--- src/hdl/sbbr_pkg.sv ---
// shared types, constants and helper functions for the stuck-bit byte repair block
`default_nettype none

package sbbr_pkg;

  localparam int unsigned SYMBOL_BITS  = 8;
  localparam int unsigned COUNTER_BITS = 32;
  localparam int unsigned SET_DEPTH    = 1 << SYMBOL_BITS;
  localparam int unsigned COUNT_W      = $clog2(SYMBOL_BITS + 1);

  typedef enum logic [1:0] {
    CMD_LOAD   = 2'd0,
    CMD_SCAN   = 2'd1,
    CMD_REPAIR = 2'd2,
    CMD_CLEAR  = 2'd3
  } cmd_e;

  typedef enum logic [2:0] {
    CLS_MATCHED   = 3'd0,
    CLS_CORRECTED = 3'd1,
    CLS_AMBIGUOUS = 3'd2,
    CLS_UNMATCHED = 3'd3,
    CLS_NONE      = 3'd4
  } class_e;

  typedef enum logic [1:0] {
    ST_CLEAR,
    ST_IDLE,
    ST_LOOK
  } state_e;

  typedef struct packed {
    logic [1:0]             cmd;
    logic [SYMBOL_BITS-1:0] byte_in;
  } in_beat_t;

  typedef struct packed {
    logic [SYMBOL_BITS-1:0]  byte_out;
    logic [2:0]              repair_class;
    logic [SYMBOL_BITS-1:0]  stuck_mask;
    logic [COUNT_W-1:0]      stuck_count;
    logic [COUNTER_BITS-1:0] corrected_total;
    logic [COUNTER_BITS-1:0] matched_total;
    logic [COUNTER_BITS-1:0] unmatched_total;
    logic [COUNTER_BITS-1:0] ambiguous_total;
  } out_beat_t;

  // one finished lookup handed from the sequencer to the tracker
  typedef struct packed {
    logic                   valid;
    logic [1:0]             cmd;
    logic [SYMBOL_BITS-1:0] sym;
    logic                   as_is;
    logic                   as_flip;
  } upd_t;

  function automatic logic [COUNT_W-1:0] popcount(logic [SYMBOL_BITS-1:0] v);
    logic [COUNT_W-1:0] n;
    n = '0;
    for (int k = 0; k < SYMBOL_BITS; k++) begin
      n = n + COUNT_W'(v[k]);
    end
    return n;
  endfunction

  function automatic logic [COUNTER_BITS-1:0] sat_inc(logic [COUNTER_BITS-1:0] c);
    return (&c) ? c : c + COUNTER_BITS'(1);
  endfunction

endpackage

`default_nettype wire

--- src/hdl/sbbr_set_mem.sv ---
// allowed-value set: one write port, two registered read ports
`default_nettype none

module sbbr_set_mem (
  input  wire logic                               clk_i,
  input  wire logic                               wr_en_i,
  input  wire logic [sbbr_pkg::SYMBOL_BITS-1:0]   wr_addr_i,
  input  wire logic                               wr_data_i,
  input  wire logic                               rd_en_i,
  input  wire logic [sbbr_pkg::SYMBOL_BITS-1:0]   rd_addr_a_i,
  input  wire logic [sbbr_pkg::SYMBOL_BITS-1:0]   rd_addr_b_i,
  output logic                                    rd_data_a_o,
  output logic                                    rd_data_b_o
);

  logic mem_q [sbbr_pkg::SET_DEPTH];

  always_ff @(posedge clk_i) begin
    if (wr_en_i) begin
      mem_q[wr_addr_i] <= wr_data_i;
    end
  end

  always_ff @(posedge clk_i) begin
    if (rd_en_i) begin
      rd_data_a_o <= mem_q[rd_addr_a_i];
      rd_data_b_o <= mem_q[rd_addr_b_i];
    end
  end

endmodule

`default_nettype wire

--- src/hdl/sbbr_track.sv ---
// scan mask, reference byte, repair classification and saturating counters
`default_nettype none

module sbbr_track (
  input  wire logic                              clk_i,
  input  wire logic                              rst_ni,
  input  wire sbbr_pkg::upd_t                    upd_i,
  output logic [sbbr_pkg::SYMBOL_BITS-1:0]       mask_o,
  output sbbr_pkg::out_beat_t                    res_o
);

  logic [sbbr_pkg::SYMBOL_BITS-1:0]  ref_q, ref_d;
  logic [sbbr_pkg::SYMBOL_BITS-1:0]  cmask_q, cmask_d;
  logic                              seen_q, seen_d;
  logic [sbbr_pkg::COUNTER_BITS-1:0] corr_q, corr_d;
  logic [sbbr_pkg::COUNTER_BITS-1:0] match_q, match_d;
  logic [sbbr_pkg::COUNTER_BITS-1:0] unm_q, unm_d;
  logic [sbbr_pkg::COUNTER_BITS-1:0] amb_q, amb_d;

  logic [sbbr_pkg::SYMBOL_BITS-1:0]  mask_new;
  logic [sbbr_pkg::SYMBOL_BITS-1:0]  byte_out;
  sbbr_pkg::class_e                  cls;

  // mask as seen by a repair: nothing is stuck before the first scan
  assign mask_o = seen_q ? cmask_q : '0;

  always_comb begin
    ref_d    = ref_q;
    cmask_d  = cmask_q;
    seen_d   = seen_q;
    corr_d   = corr_q;
    match_d  = match_q;
    unm_d    = unm_q;
    amb_d    = amb_q;
    byte_out = upd_i.sym;
    cls      = sbbr_pkg::CLS_NONE;
    unique case (sbbr_pkg::cmd_e'(upd_i.cmd))
      sbbr_pkg::CMD_LOAD: begin
      end
      sbbr_pkg::CMD_SCAN: begin
        if (!seen_q) begin
          ref_d  = upd_i.sym;
          seen_d = 1'b1;
        end else begin
          cmask_d = cmask_q & ~(upd_i.sym ^ ref_q);
        end
      end
      sbbr_pkg::CMD_REPAIR: begin
        if ($onehot(mask_o)) begin
          if (upd_i.as_is) begin
            match_d = sbbr_pkg::sat_inc(match_q);
          end
          priority if (upd_i.as_is && upd_i.as_flip) begin
            cls   = sbbr_pkg::CLS_AMBIGUOUS;
            amb_d = sbbr_pkg::sat_inc(amb_q);
          end else if (upd_i.as_is) begin
            cls = sbbr_pkg::CLS_MATCHED;
          end else if (upd_i.as_flip) begin
            cls      = sbbr_pkg::CLS_CORRECTED;
            byte_out = upd_i.sym ^ mask_o;
            corr_d   = sbbr_pkg::sat_inc(corr_q);
          end else begin
            cls   = sbbr_pkg::CLS_UNMATCHED;
            unm_d = sbbr_pkg::sat_inc(unm_q);
          end
        end
      end
      sbbr_pkg::CMD_CLEAR: begin
        ref_d   = '0;
        cmask_d = '1;
        seen_d  = 1'b0;
        corr_d  = '0;
        match_d = '0;
        unm_d   = '0;
        amb_d   = '0;
      end
      default: begin
      end
    endcase
  end

  // result reflects the state after this beat
  assign mask_new = seen_d ? cmask_d : '0;

  always_comb begin
    res_o.byte_out        = byte_out;
    res_o.repair_class    = cls;
    res_o.stuck_mask      = mask_new;
    res_o.stuck_count     = sbbr_pkg::popcount(mask_new);
    res_o.corrected_total = corr_d;
    res_o.matched_total   = match_d;
    res_o.unmatched_total = unm_d;
    res_o.ambiguous_total = amb_d;
  end

  always_ff @(posedge clk_i or negedge rst_ni) begin
    if (!rst_ni) begin
      ref_q   <= '0;
      cmask_q <= '1;
      seen_q  <= 1'b0;
      corr_q  <= '0;
      match_q <= '0;
      unm_q   <= '0;
      amb_q   <= '0;
    end else if (upd_i.valid) begin
      ref_q   <= ref_d;
      cmask_q <= cmask_d;
      seen_q  <= seen_d;
      corr_q  <= corr_d;
      match_q <= match_d;
      unm_q   <= unm_d;
      amb_q   <= amb_d;
    end
  end

`ifndef SYNTHESIS
  a_seen_stable_until_clear: assert property (@(posedge clk_i) disable iff (!rst_ni)
    seen_q && !(upd_i.valid && upd_i.cmd == sbbr_pkg::CMD_CLEAR) |=> seen_q)
    else $error("seen flag dropped without a clear");
  a_mask_only_shrinks: assert property (@(posedge clk_i) disable iff (!rst_ni)
    !(upd_i.valid && upd_i.cmd == sbbr_pkg::CMD_CLEAR) |=> (cmask_q & ~$past(cmask_q)) == '0)
    else $error("constant mask gained a bit without a clear");
  a_corrected_single_bit: assert property (@(posedge clk_i) disable iff (!rst_ni)
    upd_i.valid && res_o.repair_class == sbbr_pkg::CLS_CORRECTED
      |-> $onehot(res_o.byte_out ^ upd_i.sym))
    else $error("corrected byte differs in other than one bit");
`endif

endmodule

`default_nettype wire

--- src/hdl/stuck_bit_byte_repair.sv ---
// top level: beat sequencer, set memory, tracker and output register
`default_nettype none

//  channel | direction | handshake               | payload
//  --------+-----------+-------------------------+-------------------------
//  in      | sink      | in_valid_i / in_stall_o | in_beat_i  (cmd, byte_in)
//  out     | source    | out_valid_o/ out_stall_i| out_beat_o (byte, class, totals)
//
//  each beat passes ST_IDLE and ST_LOOK: the accept issues both set reads (byte and
//  byte with the stuck bit flipped), and ST_LOOK classifies and writes back
//  after reset, and after every clear command, a sweep zeroes the 256-entry set
//  memory one entry a cycle with in_stall_o high
//  a new beat is taken while a result still waits in the output register; the
//  lookup then holds until that register is free

module stuck_bit_byte_repair (
  input  wire logic                 clk_i,
  input  wire logic                 rst_ni,
  input  wire logic                 in_valid_i,
  output logic                      in_stall_o,
  input  wire sbbr_pkg::in_beat_t   in_beat_i,
  output logic                      out_valid_o,
  input  wire logic                 out_stall_i,
  output sbbr_pkg::out_beat_t       out_beat_o
);

  sbbr_pkg::state_e                 state_q, state_d;
  logic [sbbr_pkg::SYMBOL_BITS-1:0] clr_ptr_q, clr_ptr_d;
  sbbr_pkg::in_beat_t               beat_q;
  sbbr_pkg::out_beat_t              out_q;
  logic                             out_valid_q, out_valid_d;

  logic                             accept;
  logic                             finish;
  logic                             rd_en;
  logic                             wr_en;
  logic [sbbr_pkg::SYMBOL_BITS-1:0] wr_addr;
  logic                             wr_data;
  logic                             as_is;
  logic                             as_flip;
  logic [sbbr_pkg::SYMBOL_BITS-1:0] mask;
  sbbr_pkg::upd_t                   upd;
  sbbr_pkg::out_beat_t              res;

  assign accept = in_valid_i && !in_stall_o;
  // lookup completes once the output register can take the result
  assign finish = (state_q == sbbr_pkg::ST_LOOK) && !(out_valid_q && out_stall_i);

  // next state
  always_comb begin
    state_d   = state_q;
    clr_ptr_d = clr_ptr_q;
    unique case (state_q)
      sbbr_pkg::ST_CLEAR: begin
        clr_ptr_d = clr_ptr_q + 1'b1;
        if (&clr_ptr_q) begin
          state_d = sbbr_pkg::ST_IDLE;
        end
      end
      sbbr_pkg::ST_IDLE: begin
        if (accept) begin
          state_d = sbbr_pkg::ST_LOOK;
        end
      end
      sbbr_pkg::ST_LOOK: begin
        if (finish) begin
          if (beat_q.cmd == sbbr_pkg::CMD_CLEAR) begin
            state_d   = sbbr_pkg::ST_CLEAR;
            clr_ptr_d = '0;
          end else begin
            state_d = sbbr_pkg::ST_IDLE;
          end
        end
      end
      default: begin
        state_d = sbbr_pkg::ST_CLEAR;
      end
    endcase
  end

  // outputs of the sequencer
  always_comb begin
    in_stall_o = 1'b1;
    rd_en      = 1'b0;
    wr_en      = 1'b0;
    wr_addr    = beat_q.byte_in;
    wr_data    = 1'b1;
    unique case (state_q)
      sbbr_pkg::ST_CLEAR: begin
        wr_en   = 1'b1;
        wr_addr = clr_ptr_q;
        wr_data = 1'b0;
      end
      sbbr_pkg::ST_IDLE: begin
        in_stall_o = 1'b0;
        rd_en      = in_valid_i;
      end
      sbbr_pkg::ST_LOOK: begin
        // load writes back at the end of its lookup
        wr_en = finish && (beat_q.cmd == sbbr_pkg::CMD_LOAD);
      end
      default: begin
      end
    endcase
  end

  // read both the byte and its flipped form; mask is stable until write-back
  sbbr_set_mem u_set_mem (
    .clk_i       (clk_i),
    .wr_en_i     (wr_en),
    .wr_addr_i   (wr_addr),
    .wr_data_i   (wr_data),
    .rd_en_i     (rd_en),
    .rd_addr_a_i (in_beat_i.byte_in),
    .rd_addr_b_i (in_beat_i.byte_in ^ mask),
    .rd_data_a_o (as_is),
    .rd_data_b_o (as_flip)
  );

  always_comb begin
    upd.valid   = finish;
    upd.cmd     = beat_q.cmd;
    upd.sym     = beat_q.byte_in;
    upd.as_is   = as_is;
    upd.as_flip = as_flip;
  end

  sbbr_track u_track (
    .clk_i  (clk_i),
    .rst_ni (rst_ni),
    .upd_i  (upd),
    .mask_o (mask),
    .res_o  (res)
  );

  // output register: filled on finish, emptied when the beat is taken
  always_comb begin
    out_valid_d = out_valid_q;
    if (finish) begin
      out_valid_d = 1'b1;
    end else if (!out_stall_i) begin
      out_valid_d = 1'b0;
    end
  end

  always_ff @(posedge clk_i or negedge rst_ni) begin
    if (!rst_ni) begin
      state_q     <= sbbr_pkg::ST_CLEAR;
      clr_ptr_q   <= '0;
      out_valid_q <= 1'b0;
    end else begin
      state_q     <= state_d;
      clr_ptr_q   <= clr_ptr_d;
      out_valid_q <= out_valid_d;
    end
  end

  // payload registers
  always_ff @(posedge clk_i) begin
    if (accept) begin
      beat_q <= in_beat_i;
    end
    if (finish) begin
      out_q <= res;
    end
  end

  assign out_valid_o = out_valid_q;
  assign out_beat_o  = out_q;

`ifndef SYNTHESIS
  a_accept_starts_lookup: assert property (@(posedge clk_i) disable iff (!rst_ni)
    accept |=> state_q == sbbr_pkg::ST_LOOK)
    else $error("accepted beat did not enter lookup");
  a_result_from_lookup: assert property (@(posedge clk_i) disable iff (!rst_ni)
    $rose(out_valid_q) |-> $past(state_q) == sbbr_pkg::ST_LOOK)
    else $error("result appeared without a lookup");
  a_sweep_runs_full: assert property (@(posedge clk_i) disable iff (!rst_ni)
    state_q == sbbr_pkg::ST_CLEAR && !(&clr_ptr_q) |=> state_q == sbbr_pkg::ST_CLEAR)
    else $error("clearing sweep ended early");
  a_class_needs_single_stuck: assert property (@(posedge clk_i) disable iff (!rst_ni)
    out_valid_q && out_q.repair_class != sbbr_pkg::CLS_NONE
      |-> out_q.stuck_count == sbbr_pkg::COUNT_W'(1))
    else $error("repair class given without exactly one stuck bit");
`endif

endmodule

`default_nettype wire

--- config.mk ---
export PLATFORM = sky130hd
export DESIGN_NAME = stuck_bit_byte_repair
export DESIGN_NICKNAME = d
export VERILOG_FILES = /design/src/hdl/sbbr_pkg.sv /design/src/hdl/sbbr_set_mem.sv /design/src/hdl/sbbr_track.sv /design/src/hdl/stuck_bit_byte_repair.sv
export SDC_FILE = /design/constraint.sdc
export NUM_CORES = 1
export LEC_CHECK = 0
export BUFFER_PORTS_ARGS = -buffer_cell sky130_fd_sc_hd__buf_4
export CORE_MARGIN = 2
export CORE_UTILIZATION = 45
export DETAILED_ROUTE_END_ITERATION = 6
export GPL_TIMING_DRIVEN = 1
export RECOVER_POWER = 25
export SYNTH_ARGS = -nofsm -noshare
export SYNTH_HDL_FRONTEND = slang
export SYNTH_SLANG_ARGS = --single-unit
--- constraint.sdc ---
create_clock -name clk_i -period 11.7 [get_ports clk_i]
set_input_delay 3.51 -clock clk_i [delete_from_list [all_inputs] [get_ports clk_i]]
set_output_delay 3.51 -clock clk_i [all_outputs]
set_load 0.005 [all_outputs]
==> impl_metrics.json, run 1 <==
{
  "cts_inserted_buffers": 66,
  "synth_edf_count": 419,
  "r2r_setup_slack_ns": 4.83,
  "stdcell_area_um2": 33160,
  "fin_skew_ns": 0.02626,
  "worstSetupEndpointType": "async pin",
  "synth_nets": 2623,
  "cts_num_sinks": 575,
  "drtIter0Drc": 1990,
  "cp_cell_sequence": "clkbuf_1 -> buf_4",
  "clkPwrFrac": 0.358,
  "r2r-end": "out_beat_o[55]",
  "p_sw_frac": 0.3207,
  "clockBufferDepth": 3,
  "min_path_type": "reg -> reg",
  "powerDensity_nw_per_um2": 182.3,
  "yosys.area_share.simple": 0.1633,
  "p_leak_nw": 12.23,
  "peakVddDrop_mv": 0.1372,
  "r2r_cells": 20,
  "hold_start": "u_track.ref_q[2]",
  "clock.fmax_mhz": 129.8,
  "antenna_found_initial": 1,
  "critPathTopFamily": "buffers and inverters",
  "area_growth_pct": 14.31,
  "start_util": 0.4524,
  "violations": "max-capacitance violations, max-slew violations",
  "combPwrFrac": 0.251,
  "cp-endpoint": "u_track.unm_q[7]",
  "rows": 93,
  "p_int_mw": 4.106,
  "ant_nets": 0,
  "place_area_um2": 30920,
  "finalSetupViolations": 0,
  "fin_total_pwr_mw": 6.044,
  "antenna_cells": 0,
  "muxShareOfSynthArea": 0.1013,
  "nets": 2714,
  "die_area_um2": 66500,
  "holdBufCountCts": 0,
  "synthesis.area_um2": 29010,
  "synth_fa_ha_area_frac": 0.01199,
  "path_buf_inv": 2,
  "fin_hold_ws_ns": 0.4967,
  "synth-seq-cells": 575,
  "synth_flop_cell": "edfxtp_1",
  "synth_top_family_by_area": "simple AND/OR/NAND/NOR gates",
  "seqPwrFrac": 0.392,
  "worst_pin_slew_ns": 5.054,
  "cts.clk_slew.worst_paths_ns": 0.06,
  "worst_path_largest_cell_delay_ns": 3.47,
  "cts_tree": "built",
  "crit_arrival_ns": 8.27,
  "regArea_um2": 16500,
  "synth_top_area_frac": 0.4338,
  "grt_pass1_wl_mm": 120.9,
  "slew_violations": 205,
  "synth_common_cells": "446 x nor2_1, 419 x edfxtp_1, 385 x nand2_1",
  "cp.depth": 2,
  "critPathRequiredTime_ns": 12.27,
  "htree_levels": 3,
  "grt_pass1_vias": 20222,
  "worst_path_max_delay_cell": "clkbuf_1",
  "syn_inst": 2586,
  "rsz0062_at_grt": "no",
  "place_congestion": 0.8834,
  "cts-root-buf": "clkbuf_16",
  "firstDrtPassIters": 5,
  "die_h_um": 257.9,
  "syn_avg_cell_area_um2": 11.22,
  "synth_compound_area_frac": 0.07605,
  "synthArstFlopShare": 0.2713,
  "yosys.area.top_type": "edfxtp_1",
  "drive_above_1_share": 0.1550,
  "slew_headroom": -2.369,
  "finalHoldViolCount": 0,
  "netlist_top_cells_area": "edfxtp_1 43%, dfrtp_1 13%, mux4_2 8.2%, nor2_1 5.8%, nand2_1 5.0%",
  "status": "finished with violations",
  "critPathMaxFanout": 85,
  "start_kind": "primary input",
  "drc": 0,
  "startpoint": "rst_ni",
  "fin_setup_tns_ns": 0,
  "yosysSeqAreaShare": 0.5687,
  "grt_max_degree": 177,
  "port_buffers": 166,
  "synthXorXnorAreaFrac": 0.04801,
  "coreArea_um2": 64120,
  "fillers": 5608,
  "routed_wl_mm": 79.27,
  "synth_most_common_cell": "nor2_1",
  "ys.warnings.count": 0,
  "wl_per_cell_um": 22.12,
  "grt_use_total": 0.2362,
  "synthDistinctLibCells": 65,
  "post-route-period-util": 0.6584,
  "r2r_start": "u_track.seen_q",
  "grt-ovfl-total": 0,
  "multi_input_area_um2": 11680,
  "die_w_um": 257.9,
  "post_cts_resized": 0,
  "period_needed_ns": 7.703,
  "drv_cap": 3,
  "clk_latency_ns": 0.60,
  "p_sw_mw": 1.939,
  "worstSetupPathType": "in -> async",
  "vias": 21048,
  "dp_hpwl_mm": 49.83,
  "ios": 167,
  "via_per_inst": 5.873,
  "post_cts_buffers": 0
}
==> metrics by stage <==
stage	setup WS, ns	util	cells
after floorplan	2.628	-	2586
after global placement	4.565	0.4823	3464
after detailed placement	4.512	0.4823	3464
after CTS	5.129	0.5178	3584
after global routing	3.001	0.5171	3584
final	3.997	0.5171	3584
==> tightest hold or removal path: cells and delay by family (launching register included) <==
family / cells / cell delay [ns]
flip-flops: 1 / 0.35
AO/OA/AOI/OAI: 1 / 0.06
AND/OR/NAND/NOR: 1 / 0.05
==> power groups by stage <==
stage               logic [mW]  registers (mW)  clock network [mW]
floorplan                 1.04            2.38                   0
finish                    1.51            2.37                2.16
global route              1.64            2.38                2.28
global placement          1.46            2.40                   0
detailed placement        1.50            2.40                   0
CTS                       1.51            2.36                2.21
==> worst min path at each step <==
stage                             to  slack (ns)  cells past startpoint
floorplan           u_track.ref_q[0]        0.47                      2
global placement    u_track.ref_q[1]        0.48                      2
detailed placement  u_track.ref_q[5]        0.49                      2
CTS                 u_track.ref_q[5]        0.50                      2
global route        u_track.ref_q[5]        0.52                      2
finish              u_track.ref_q[2]        0.50                      2
==> flip-flops by register name (all words and copies together), names as in the netlist, 2 cells and up <==
register         cells
beat_q              10
clr_ptr_q            8
out_beat_o         151
state_q              2
u_set_mem.mem_q    256
u_track.amb_q       32
u_track.cmask_q      8
u_track.corr_q      32
u_track.match_q     32
u_track.ref_q        8
u_track.unm_q       32
==> cells by family (layout without fill, tap and decap cells) <==
| kind of cell | after synthesis | in the layout |
|---|---|---|
| flip-flops | 575 | 575 |
| buffers and inverters | 223 | 366 |
| XOR/XNOR | 159 | 159 |
| AO/OA/AOI/OAI | 356 | 356 |
| AND/OR/NAND/NOR | 1088 | 1088 |
| multiplexers | 162 | 162 |
| adder cells (fa/ha/maj) | 23 | 23 |
==> placed cells by master, fill, tap and decap left out, drive strengths merged, types with 9 or more instances in the layout <==
cell type,synthesis,final
nor2,446,446
edfxtp,419,419
nand2,385,385
buf,44,180
dfrtp,148,148
o21ai,119,119
mux4,105,105
clkbuf,127,101
xor2,92,92
a21oi,73,73
xnor2,67,67
nand3,58,58
o31ai,57,57
mux2i,54,54
inv,51,52
nand4,45,45
and3,39,39
o22ai,25,25
clkinv,1,20
nor3,19,19
and4,17,17
a21o,16,16
ha,15,15
and2,15,15
o221ai,14,14
nor4,13,13
a31oi,13,13
nand3b,13,13
or3,10,10
nand2b,10,10
bufinv,0,9
==> layer usage <==
layer	GRT usage	share of wire	up-vias
met3	0.04299	0.075	195
met1	0.3224	0.42	10482
met5	0	0.00016	-
li1	-	-	9495
met2	0.3762	0.46	874
met4	0.09441	0.040	2
==> area by class of cell <==
class / instances / area share
clock inverters: 33 / 0.01215
inverters: 52 / 0.006264
multi-input cells: 1788 / 0.3522
clock buffers: 87 / 0.05657
repair buffers: 194 / 0.04306
well taps: 855 / 0.03226
flip-flops and latches: 575 / 0.4975
Power figures use the tool's default switching activity.
==> run 2, diff against run 1 <==
==> constraint.sdc (replaced) <==
create_clock -name clk_i -period 7.35 [get_ports clk_i]
set_input_delay 2.205 -clock clk_i [delete_from_list [all_inputs] [get_ports clk_i]]
set_output_delay 2.205 -clock clk_i [all_outputs]
set_load 0.005 [all_outputs]
==> impl_metrics.json, run 2 (synthesis gave the netlist of run 1 again) <==
{
  "antenna_found_initial": 0,
  "finalHoldViolCount": 0,
  "rows": 93,
  "r2r-end": "out_beat_o[55]",
  "ios": 167,
  "violations": "max-capacitance violations, max-slew violations",
  "hold_start": "u_track.ref_q[0]",
  "grt_max_degree": 158,
  "combPwrFrac": 0.256,
  "post_cts_buffers": 0,
  "worst_path_largest_cell_delay_ns": 2.12,
  "status": "finished with violations",
  "slew_headroom": -1.871,
  "clkPwrFrac": 0.353,
  "ant_nets": 0,
  "fin_skew_ns": 0.01738,
  "final_common_cell": "nor2_1",
  "p_sw_frac": 0.3222,
  "fin_setup_tns_ns": 0,
  "rsz0062_at_grt": "no",
  "worstSetupPathType": "in -> reg",
  "critPathMaxFanout": 42,
  "worst_path_max_delay_cell": "clkbuf_1",
  "dp_hpwl_mm": 49.78,
  "peakVddDrop_mv": 0.1968,
  "cts_inserted_buffers": 66,
  "r2r_start": "u_track.seen_q",
  "clk_latency_ns": 0.60,
  "cts_num_sinks": 575,
  "p_sw_mw": 3.106,
  "seqPwrFrac": 0.391,
  "critPathRequiredTime_ns": 7.68,
  "drc": 0,
  "layout_common_cells": "445 x nor2_1, 419 x edfxtp_1, 384 x nand2_1, 192 x buf_4, 148 x dfrtp_1",
  "whs_path_depth": 2,
  "crit_arrival_ns": 6.75,
  "firstDrtPassIters": 6,
  "drive_above_1_share": 0.1563,
  "htree_levels": 3,
  "clock.fmax_mhz": 155.6,
  "area_growth_pct": 14.51,
  "routed_wl_mm": 79.45,
  "drv_cap": 4,
  "cts.clk_slew.worst_paths_ns": 0.06,
  "die_h_um": 257.9,
  "grt-ovfl-total": 0,
  "worst_pin_slew_ns": 4.306,
  "p_leak_nw": 12.26,
  "largest_reg_flops": 256,
  "fin_total_pwr_mw": 9.641,
  "grt_use_total": 0.2380,
  "coreArea_um2": 64120,
  "die_area_um2": 66500,
  "clockBufferDepth": 3,
  "r2r_setup_slack_ns": 1.55,
  "post-route-period-util": 0.8741,
  "wl_per_cell_um": 22.10,
  "powerDensity_nw_per_um2": 290.3,
  "r2r_cells": 19,
  "finalSetupViolations": 0,
  "min_to": "u_track.ref_q[0]",
  "vias": 21075,
  "period_needed_ns": 6.425,
  "largest_register": "u_set_mem.mem_q",
  "holdBufCountCts": 0,
  "crit_top_cell": "mux4_2",
  "die_w_um": 257.9,
  "post_cts_resized": 0,
  "start_kind": "primary input",
  "cp_cell_sequence": "buf_4 -> clkbuf_1 -> mux4_2 -> mux4_2 -> mux4_2 -> mux4_2",
  "start_util": 0.4524,
  "cts-root-buf": "clkbuf_16",
  "grt_pass1_wl_mm": 122.2,
  "worstSetupEndpointType": "flop",
  "min_path_type": "reg -> reg",
  "grt_pass1_vias": 20462,
  "place_congestion": 0.8885,
  "cts_tree": "built",
  "port_buffers": 166,
  "drtIter0Drc": 2002,
  "p_int_mw": 6.535,
  "nets": 2730,
  "slew_violations": 216,
  "via_per_inst": 5.862
}
-- run 2: cell count changes in the layout (fill, tap and decap cells not counted), sizes merged --
cell / before / now
buf: 180 / 194
clkdlybuf4s25: 0 / 1
clkinvlp: 4 / 2
diode: 0 / 1
clkinv: 20 / 16
bufinv: 9 / 11
clkbuf: 101 / 99
inv: 52 / 53
-- run 2: per-stage QoR --
| stage | hold WS, ns | utilization | instances | worst slack, ns | area, µm² |
|---|---|---|---|---|---|
| finish | 0.5086 | 0.5180 | 3595 | 0.9251 | 33210 |
| global route | 0.5362 | 0.5180 | 3594 | 0.7063 | 33210 |
| CTS | 0.5046 | 0.5189 | 3594 | 1.717 | 33270 |
| detailed placement | 0.4908 | 0.4846 | 3480 | 1.693 | 31070 |
| global placement | 0.4814 | 0.4846 | 3480 | 1.771 | 31070 |
| floorplan | 0.4684 | - | 2586 | 0.1758 | 29010 |
-- run 2: metal layers --
layer | wire (µm) | global-route usage
met1 | 33080 | 0.3238
met2 | 37300 | 0.3783
met3 | 6299 | 0.04761
met4 | 2762 | 0.09168
met5 | 0 | 0
-- run 2: power groups by stage --
stage,Combinational [mW],Clock [mW],Sequential (mW)
3_3_place_gp,2.41,0,3.82
4_1_cts,2.44,3.47,3.77
3_5_place_dp,2.43,0,3.83
2_1_floorplan,1.65,0,3.78
6_report,2.47,3.40,3.77
5_1_grt,2.67,3.59,3.79
-- run 2: layout make-up --
class,count,area (µm²)
inverter,52,207.7
timing repair buffer,210,1562
multi-input combinational,1788,11680
antenna,1,2.502
fill,5592,30900
tap,855,1070
clock buffer,84,1762
clock inverter,30,436.7
sequential,575,16500
-- run 2: worst max-delay path by stage --
stage | start | to | cells past startpoint
after floorplan | out_stall_i | out_beat_o[0] | 6
after global placement | u_track.seen_q | out_beat_o[55] | 19
after detailed placement | u_track.seen_q | out_beat_o[55] | 19
after CTS | u_track.seen_q | out_beat_o[55] | 19
after global routing | rst_ni | u_track.amb_q[7] | 2
final | in_beat_i[1] | u_set_mem.rd_data_a_o | 6
-- run 2: worst max-delay path: cells and delay by family --
| family | cells | cell delay, ns |
|---|---|---|
| buffers and inverters | 2 | 2.53 |
| multiplexers | 4 | 1.97 |
